**src/hdl/waiter_queue_with_keyed_delete_defines.svh**
```systemverilog
// ---------------------------------------------------------------------------
// Waiter queue assertion macros
// Shared concurrent assertion helpers, clocked on clk and held off in reset.
// ---------------------------------------------------------------------------
`ifndef WAITER_QUEUE_WITH_KEYED_DELETE_DEFINES_SVH
`define WAITER_QUEUE_WITH_KEYED_DELETE_DEFINES_SVH

// Property that must hold at every clock edge out of reset.
`define WQKD_ASSERT(label, prop, msg) \
  label: assert property (@(posedge clk) disable iff (rst) (prop)) else $error(msg);

// Implication: antecedent at one edge, consequent at the next.
`define WQKD_ASSERT_NEXT(label, ante, cons, msg) \
  label: assert property (@(posedge clk) disable iff (rst) (ante) |=> (cons)) else $error(msg);

`endif

```
**src/hdl/wqkd_pkg.sv**
```systemverilog
// ---------------------------------------------------------------------------
// Waiter queue package
// Action codes, entry layout and the command broadcast to every cell.
// ---------------------------------------------------------------------------
package wqkd_pkg;

  localparam int unsigned DATA_W = 32;
  localparam int unsigned OCC_W  = 5;

  typedef enum logic [1:0] {
    ACT_INSERT = 2'd0,
    ACT_POP    = 2'd1,
    ACT_DELETE = 2'd2
  } action_t;

  typedef struct packed {
    logic [DATA_W-1:0] lock_id;
    logic [DATA_W-1:0] process_number;
  } entry_t;

  // Broadcast to all cells for one transfer
  typedef struct packed {
    logic              del;
    logic [DATA_W-1:0] key;
    entry_t            data;
  } cmd_t;

endpackage

```
**src/hdl/waiter_queue_with_keyed_delete.sv**
```systemverilog
// ---------------------------------------------------------------------------
// Waiter queue with keyed delete
// Bounded FIFO of (lock_id, process_number) entries held in a row of cells.
// ---------------------------------------------------------------------------
// Input channel s_*: one operation per transfer. s_tuser carries the action
// (insert at tail, pop front, delete oldest entry matching process_number).
// Output channel m_*: exactly one result per operation, describing the queue
// after it: front entry (all ones when empty), empty flag, removed and
// overflow flags and occupancy (count modulo 32).
// m_tvalid rises the cycle after a transfer; unstalled throughput is one
// operation per cycle: every cell compares its key and shifts from its right
// neighbor in the same cycle, and the removal marker ripples down the row.
// The result sits in an output register; a new operation is taken in the
// cycle the held result is taken, so a stalled receiver holds s_tready low
// until m_tready returns. Nothing is lost or repeated.
// Reset (rst, synchronous) empties the queue and drops any pending result;
// entry contents are not cleared, only the fill count.
// ---------------------------------------------------------------------------
module waiter_queue_with_keyed_delete #(
  parameter int unsigned QUEUE_DEPTH = 16
) (
  input  logic        clk,
  input  logic        rst,
  input  logic        s_tvalid,
  output logic        s_tready,
  input  logic [63:0] s_tdata,   // [31:0] lock_id, [63:32] process_number
  input  logic [1:0]  s_tuser,   // [1:0] action
  output logic        m_tvalid,
  input  logic        m_tready,
  output logic [71:0] m_tdata    // [31:0] front_process, [63:32] front_lock,
                                 // [64] is_empty, [65] removed, [66] overflow,
                                 // [71:67] occupancy
);
  import wqkd_pkg::*;

  localparam int unsigned CW = $clog2(QUEUE_DEPTH + 1);

  logic          en;
  action_t       action;
  cmd_t          cmd;
  logic [CW-1:0] count, count_next;
  logic          full, ins_ok, removed_next, empty_next;
  logic [QUEUE_DEPTH:0]   hit;
  entry_t        cur  [QUEUE_DEPTH];
  entry_t        nxt  [QUEUE_DEPTH];
  entry_t        front_next;

  logic [DATA_W-1:0] front_process, front_lock;
  logic              is_empty, removed, overflow;
  logic [OCC_W-1:0]  occupancy;

  assign s_tready = ~m_tvalid | m_tready;
  assign en       = s_tvalid & s_tready;
  assign action   = action_t'(s_tuser);

  assign cmd.del                 = (action == ACT_DELETE);
  assign cmd.key                 = s_tdata[63:32];
  assign cmd.data.lock_id        = s_tdata[31:0];
  assign cmd.data.process_number = s_tdata[63:32];

  assign full   = (count == CW'(QUEUE_DEPTH));
  assign ins_ok = (action == ACT_INSERT) & ~full;
  // pop is a removal that starts at the front cell
  assign hit[0] = (action == ACT_POP) & (count != '0);

  for (genvar i = 0; i < QUEUE_DEPTH; i++) begin : g_cell
    entry_t right;
    if (i == QUEUE_DEPTH - 1) begin : g_last
      assign right = cur[i];
    end else begin : g_mid
      assign right = cur[i+1];
    end
    wqkd_cell u_cell (
      .clk      (clk),
      .en       (en),
      .cmd      (cmd),
      .occupied (CW'(i) < count),
      .load     (ins_ok & (CW'(i) == count)),
      .hit_in   (hit[i]),
      .hit_out  (hit[i+1]),
      .right    (right),
      .cur      (cur[i]),
      .nxt      (nxt[i])
    );
  end

  assign removed_next = hit[QUEUE_DEPTH];
  assign front_next   = nxt[0];

  always_comb begin
    if (ins_ok) begin
      count_next = count + 1'b1;
    end else if (removed_next) begin
      count_next = count - 1'b1;
    end else begin
      count_next = count;
    end
  end

  assign empty_next = (count_next == '0);

  always_ff @(posedge clk) begin
    if (rst) begin
      count    <= '0;
      m_tvalid <= 1'b0;
    end else begin
      if (en) begin
        count <= count_next;
      end
      if (en) begin
        m_tvalid <= 1'b1;
      end else if (m_tready) begin
        m_tvalid <= 1'b0;
      end
    end
  end

  always_ff @(posedge clk) begin
    if (en) begin
      front_process <= empty_next ? '1 : front_next.process_number;
      front_lock    <= empty_next ? '1 : front_next.lock_id;
      is_empty      <= empty_next;
      removed       <= removed_next;
      overflow      <= (action == ACT_INSERT) & full;
      occupancy     <= OCC_W'(count_next);
    end
  end

  assign m_tdata = {occupancy, overflow, removed, is_empty, front_lock, front_process};

`include "waiter_queue_with_keyed_delete_defines.svh"

  `WQKD_ASSERT(a_count_bound, count <= CW'(QUEUE_DEPTH), "fill count above depth")
  `WQKD_ASSERT(a_empty_count, !m_tvalid || (is_empty == (count == '0)), "empty flag mismatch")
  `WQKD_ASSERT(a_flags_excl, !m_tvalid || !(removed && overflow), "removed and overflow together")
  `WQKD_ASSERT_NEXT(a_ins_grow, en && ins_ok, count == CW'($past(count) + 1'b1), "grow failed")
  `WQKD_ASSERT_NEXT(a_rm_shrink, en && removed_next, count + 1'b1 == $past(count), "shrink failed")

endmodule

```
**src/hdl/wqkd_cell.sv**
```systemverilog
// ---------------------------------------------------------------------------
// Waiter queue cell
// Holds one entry; compares its process number against the delete key and
// takes its right neighbor's entry when a removal lands at or before it.
// ---------------------------------------------------------------------------
module wqkd_cell (
  input  logic            clk,
  input  logic            en,
  input  wqkd_pkg::cmd_t  cmd,
  input  logic            occupied,
  input  logic            load,
  input  logic            hit_in,
  output logic            hit_out,
  input  wqkd_pkg::entry_t right,
  output wqkd_pkg::entry_t cur,
  output wqkd_pkg::entry_t nxt
);
  import wqkd_pkg::*;

  logic match;

  assign match   = cmd.del & occupied & (cur.process_number == cmd.key);
  // hit travels toward the tail: every cell behind the removed one shifts
  assign hit_out = hit_in | match;

  always_comb begin
    if (hit_out) begin
      nxt = right;
    end else if (load) begin
      nxt = cmd.data;
    end else begin
      nxt = cur;
    end
  end

  always_ff @(posedge clk) begin
    if (en) begin
      cur <= nxt;
    end
  end

endmodule
```
**config.mk**
```make
export PLATFORM = sky130hd
export DESIGN_NAME = waiter_queue_with_keyed_delete
export DESIGN_NICKNAME = d
export VERILOG_FILES = /design/src/hdl/wqkd_pkg.sv /design/src/hdl/waiter_queue_with_keyed_delete.sv /design/src/hdl/wqkd_cell.sv
export VERILOG_INCLUDE_DIRS = /design/src /design/src/hdl
export SDC_FILE = /design/constraint.sdc
export NUM_CORES = 2
export LEC_CHECK = 0
export BUFFER_PORTS_ARGS = -buffer_cell sky130_fd_sc_hd__buf_2
export CAP_MARGIN = 0
export CORE_ASPECT_RATIO = 1.5
export CORE_MARGIN = 4
export CORE_UTILIZATION = 30
export CTS_CLUSTER_SIZE = 30
export DETAILED_ROUTE_END_ITERATION = 16
export PLACE_DENSITY = 0.45
export SYNTH_ARGS = -nofsm -noshare
export SYNTH_HDL_FRONTEND = slang
export SYNTH_SLANG_ARGS = --single-unit
```
**constraint.sdc**
```tcl
create_clock -name clk -period 8.5 [get_ports clk]
set_input_delay 0 -clock clk [delete_from_list [all_inputs] [get_ports clk]]
set_output_delay 0 -clock clk [all_outputs]
set_load 0.02 [all_outputs]
```
# Word level (Yosys, flattened, before mapping)
# Index checks and enable logic that the tools add are counted.
# Widths: inputs -> output; s select.
op_classes:
  reduce_logical: 34
  magnitude_cmp: 16
  bitwise_logic: 72
  addsub: 2
  n_mux: 34
  n_eq_ne: 34
op_table:
  columns: ["cell", "n"]
  rows:
  - ["$mux 64", 30]
  - ["$eq 32x32->1", 16]
  - ["$and 1x1->1", 52]
  - ["$eq 4x5->1 const A", 8]
  - ["$lt 4x5->1 const A", 8]
  - ["$reduce_bool 2->1", 15]
  - ["$reduce_and 2->1", 14]
  - ["$eq 3x5->1 const A", 4]
  - ["$lt 3x5->1 const A", 4]
  - ["$or 1x1->1", 17]
  - ["$eq 2x5->1 const A", 2]
  - ["$logic_not 5->1", 2]
  - ["$lt 1x5->1 const A", 2]
  - ["$lt 2x5->1 const A", 2]
  - ["$mux 5", 2]
  - ["$add 5x1->5 const B", 1]
  - ["$eq 1x5->1 const A", 1]
  - ["$eq 5x5->1 const B", 1]
  - ["$reduce_bool 5->1", 1]
  - ["$sub 5x1->5 const B", 1]
  - ["$not 1->1", 3]
  - ["$reduce_and 3->1", 1]
  - ["$eq 2x1->1 const B", 1]
  - ["$eq 2x2->1 const B", 1]
  - ["other kinds (2)", 3]
totals:
  input_bits: 70
  reg_bits: 1102
  elab_cells: 232
  output_inout_bits: 74

# Longest topological paths before layout
logic_depth:
  depth_word: 22
  mapped_depth: 16
  depth_no_buf: 11

# Hierarchy
# From an unflattened synthesis, not the netlist that was laid out.
unflattened:
  hier_cells: 4309
  area_unflattened_um2: 67542.3
by_module_without_submodules:
  columns: ["mod", "area_per_inst_um2", "seq_area_each_um2", "cells_each", "n_inst"]
  rows:
  - ["wqkd_cell", 4000.1, 1921.8, 252, 16]
  - ["waiter_queue_with_keyed_delete", 3540.9, 2282.2, 277, 1]

# Worst setup path after synthesis
# OpenSTA, ideal clock, no wires.
synth_timing:
  path_kind: "register -> register"
  startpoint: "reg count[1]"
  endpoint: "reg g_cell[13].u_cell.cur[0] (netlist name)"
  required_time_ns: 7.993
  slack_ns: 2.329
  path_stages_with_launch: 14
  setup_ns: 0.507
  arrival_time_ns: 5.664
  cell_sequence: "dfxtp_1 clkbuf_1 inv_1 ha_1 nand2_1 nand2_1 o31ai_2 nand4b_1 or2_2 clkbuf_1 nor2_1 buf_2 buf_2 a21oi_1"
synth_via:
  elab_chain_len: 19
  elab_cells_between_ends: 65
  cone_classes: "order compare: 14; eq/ne: 2; bitwise: 46; reduce/logical: 3"
synth_lines:
  columns: ["item", "line", "text"]
  rows:
  - ["start, declared", "waiter_queue_with_keyed_delete.sv:41", "logic [CW-1:0] count, count_next;"]
  - ["start signal, assigned", "waiter_queue_with_keyed_delete.sv:108", "count <= count_next;"]
  - ["$lt 1x5->1", "waiter_queue_with_keyed_delete.sv:77", ".occupied (CW'(i) < count),"]
  - ["$and 1x1->1 (2 in series)", "wqkd_cell.sv:22", "assign match = cmd.del & occupied & (cur.process_number == cmd.key);"]
  - ["$or 1x1->1 (14 in series)", "wqkd_cell.sv:24", "assign hit_out = hit_in | match;"]
  - ["$reduce_bool 2->1 (no line) *", null, null]
  - ["$reduce_and 2->1 (no line) *", null, null]
# Mark *: on every way between the ends. The rest lies on a longest branch, timed or not.
# A chain may end at the register's enable or synchronous reset.

# Final worst setup path
layout_timing:
  startpoint: "reg g_cell[0].u_cell.cur[6] (netlist name)"
  endpoint: "reg g_cell[13].u_cell.cur[57] (netlist name)"
layout_via:
  elab_chain_len: 18
layout_lines:
  columns: ["item", "line"]
  rows:
  - ["$eq 32x32->1", "wqkd_cell.sv:22"]
  - ["$and 1x1->1", "wqkd_cell.sv:22"]
  - ["$or 1x1->1 (14 in series)", "wqkd_cell.sv:24"]
  - ["$reduce_bool 2->1 (no line)", null]
  - ["$reduce_and 2->1 (no line)", null]
# No other way between the ends.

==> flow_metrics.py <==
metrics = {
    "timing": {
        "worst_slew_margin_rel_pct": 16.37,
        "skew_ns": 0.03215,
        "grt_setup_unrepaired": "no",
        "tns_ns": 0,
        "setup_violations": 0,
        "finalCritPeriodShare_pct": 73.59,
        "slew_viols_final": 0,
        "finalCriticalPeriod_ns": 6.255,
        "fmax_achieved_mhz": 159.9,
        "max_slew.worst_pin.slew_ns": 1.254,
        "hold_violations": 0,
    },
    "worst_setup_path": {
        "crit_path_dat_ns": 6.65,
        "worst-endpoint-required_ns": 8.89,
        "crit_top_cell": "sky130_fd_sc_hd__buf_4",
        "worstPathBufferInverterCount": 4,
        "cp_cell_sequence": "xnor2_1 -> nand4_1 -> nor4_1 -> a31oi_4 -> buf_4 -> o31ai_4 -> nand4b_1 -> buf_4 -> or2_4 -> buf_4 -> nor2_4 -> a21oi_4 -> buf_4",
        "worst_setup_path_end_kind": "register",
        "critical_path_peak_fanout": 55,
        "critical-path-max-stage-delay_ns": 0.74,
        "crit_path_start_kind": "register",
        "max_stage_delay_cell_worst_path": "sky130_fd_sc_hd__xnor2_1",
        "worstSetupPathType": "reg2reg",
        "crit_family": "buffers and inverters",
    },
    "clock_tree": {
        "cts_buffer_depth": 3,
        "htree_num_levels": 3,
        "cts.sink_count": 1102,
        "tritoncts": "done",
        "clkTransAtPathRegs_ns": 0.06,
        "cts.root.buffer_cell": "sky130_fd_sc_hd__clkbuf_16",
        "post_cts_resized": 0,
        "clk_latency_ns": 0.76,
        "postCtsSetupBuffers": 0,
        "tritoncts_buffers": 116,
    },
    "floorplanning": {
        "die_area_sq_mm": 0.1839,
        "fp.dieW_um": 351.5,
        "num_io_pins": 144,
        "core.rowCount": 188,
        "die_h_um": 523.2,
        "coreArea_sq_mm": 0.1755,
        "initial_core_util_pct": 30.26,
    },
    "yosys": {
        "ys_seq_area_share_pct": 62.21,
        "yosysWarnings": 0,
        "postSynthRegisterBits": 1102,
        "number_of_nets_in_the_synthesized_netlist": 3536,
        "share_of_flip_flops_with_an_asynchronous_set_or_reset_after_synthesis_pct": 0,
        "synthesis.area_per_instance_sq_um": 15.34,
        "synth_top_cell_by_area": "sky130_fd_sc_hd__edfxtp_1",
        "fraction_of_synthesized_cell_area_taken_by_the_top_area_cell_type_pct": 61.99,
        "synth-edff-count": 1096,
        "netlist-cell-type-count": 52,
        "synth_top_cells_by_area": "sky130_fd_sc_hd__edfxtp_1 62%, sky130_fd_sc_hd__mux2_2 19%, sky130_fd_sc_hd__xor2_1 5.1%",
        "netlist_area_sq_mm": 0.05310,
        "ys.flop_type": "sky130_fd_sc_hd__edfxtp_1",
        "syn-instance-count": 3461,
    },
    "drt": {
        "routed-via-count": 29230,
        "drt.antenna.violating_nets": 0,
        "drc": 0,
        "drt-total-wl_um": 170300,
        "initial_drt_pass_iterations": 5,
        "post_drt_wl_per_cell_um": 28.58,
        "vias_per_cell": 4.905,
        "dr.first_iter.drc_count": 1706,
    },
    "power": {
        "irDropWorstVdd_uv": 177.7,
        "pwr_density_cell_mw_per_mm2": 221.1,
        "leakage_power_nw": 20.15,
    },
    "global_routing": {
        "aggregate_global_route_resource_usage_pct": 18.24,
        "grt_first_pass_wirelength_um": 240100,
        "grt_max_degree": 76,
        "first_global_vias": 30880,
        "grt_remaining_overflow": 0,
        "number_of_antenna_violations_at_the_first_check_in_global_routing": 10,
    },
    "flow_run": {
        "timing.max_cap.violations": 0,
    },
    "layout": {
        "final_nets": 3654,
        "post_route_cells_drive_above_1_share_pct": 37.83,
        "fin_cells": 5959,
        "syn_to_layout_area_delta_pct": 14.47,
        "post_route_core_utilization_pct": 34.64,
    },
    "hold_path": {
        "hold_path_class": "in2reg",
    },
    "placement": {
        "io_buffer_count": 143,
        "gp_congestion": 0.8453,
        "inst_count_dp": 5679,
        "dp.final_hpwl_um": 115000,
    },
    "status": {
        "status": "finished, final reports clean",
    },
}
registers in the layout, indices dropped and copies added (netlist names):
name,flops
count,5
front_lock,32
front_process,32
g_cell.u_cell.cur,1024
is_empty,1
m_tvalid,1
occupancy,5
overflow,1
removed,1
logic make-up after synthesis:
| group | after synthesis | share of synthesized area [%] |
|---|---|---|
| adder cells (fa/ha/maj) | 5 | 0.1178 |
| XOR/XNOR | 505 | 8.330 |
| AO/OA/AOI/OAI | 188 | 2.597 |
| flip-flops | 1102 | 62.21 |
| buffers and inverters | 318 | 2.797 |
| multiplexers | 953 | 20.06 |
| AND/OR/NAND/NOR | 390 | 3.886 |
what timing repair did:
| item | CTS | global route |
|---|---|---|
| hold buffers | 62 | 0 |
| hold endpoints to repair | 647 | 0 |
| setup endpoints to repair | 0 | 0 |
stage by stage:
step | hold WS [ns] | total power [mW] | instance area (sq um) | worst slack, ns
after global routing | 0.04067 | 13.95 | 60780 | 1.953
final | 0.05882 | 13.44 | 60780 | 2.245
after detailed placement | 0.2653 | 8.280 | 56300 | 1.978
after global placement | 0.2547 | 8.287 | 56300 | 1.948
after CTS | 0.01085 | 13.64 | 60780 | 1.968
after floorplan | 0.06907 | 7.693 | 53100 | 2.329
power breakdown:
part | leakage, nW | total, mW | internal, mW | switching [mW]
sequential | 10.0 | 6.43 | 6.32 | 0.113
clock | 1.87 | 5.28 | 2.98 | 2.29
combinational | 8.26 | 1.73 | 0.702 | 1.03
worst min-delay path, stage by stage:
cell	delay (ns)
sky130_fd_sc_hd__buf_2	0.20
sky130_fd_sc_hd__buf_4	0.30
sky130_fd_sc_hd__mux2_2	0.19
cells in the mapped netlist (30+ instances only):
master	count
sky130_fd_sc_hd__edfxtp_1	1096
sky130_fd_sc_hd__mux2_2	889
sky130_fd_sc_hd__xor2_1	311
sky130_fd_sc_hd__xnor2_1	194
sky130_fd_sc_hd__clkbuf_1	173
sky130_fd_sc_hd__nor2_1	101
sky130_fd_sc_hd__a21oi_1	87
sky130_fd_sc_hd__buf_2	83
sky130_fd_sc_hd__nor4_1	83
sky130_fd_sc_hd__mux2i_1	64
sky130_fd_sc_hd__nand4_1	60
sky130_fd_sc_hd__o21bai_2	50
sky130_fd_sc_hd__nand2_1	40
sky130_fd_sc_hd__nor3_1	33
sky130_fd_sc_hd__buf_4	30
layer usage:
metal	GRT usage [%]	vias to the layer above	part of all wire, %
li1	-	13160	-
met1	21.85	15330	41
met2	34.15	565	54
met3	1.956	170	2.8
met4	5.517	2	2.8
met5	0	-	0.0076
cells in the final DEF, fill, tap and decap left out, drive strengths merged, types with 7 or more instances in the layout:
cell type    netlist  layout
nor2b             14      14
xnor2            194     194
mux2i             64      64
xor2             311     311
a21oi             87      87
mux2             889     889
o21bai            64      64
nand4             60      60
clkinv             1      58
nor4              83      83
nor3              33      33
a2111oi            7       7
buf              132     243
dlygate4sd3        0      62
nand3             24      24
nand2b            14      14
bufinv             0      15
nor2             101     101
nand2             40      40
clkbuf           173     136
edfxtp          1096    1096
inv               12      14
o21ai             11      11
area by class of cell:
cell class | count | area, sq um
Sequential cell | 1102 | 33030
Timing Repair Buffer | 305 | 2150
Tap cell | 2280 | 2853
Clock inverter | 80 | 858.3
Inverter | 13 | 53.80
Antenna cell | 2 | 5.005
Multi-Input combinational cell | 2041 | 18830
Fill cell | 16960 | 114700
Clock buffer | 136 | 2999
path summary, 6_finish.rpt:
| kind | start | end | slack [ns] | cells after the start |
|---|---|---|---|---|
| worst max-delay path | g_cell[0].u_cell.cur[6] | g_cell[13].u_cell.cur[57] | 2.24 | 13 |
| worst min-delay path | s_tdata[39] | g_cell[3].u_cell.cur[7] | 0.06 | 3 |
| worst max register to register | g_cell[0].u_cell.cur[6] | g_cell[13].u_cell.cur[57] | 2.24 | 13 |
| worst min register to register | g_cell[14].u_cell.cur[44] | g_cell[13].u_cell.cur[44] | 0.53 | 1 |
No activity file was read; power rests on OpenSTA's default activity.
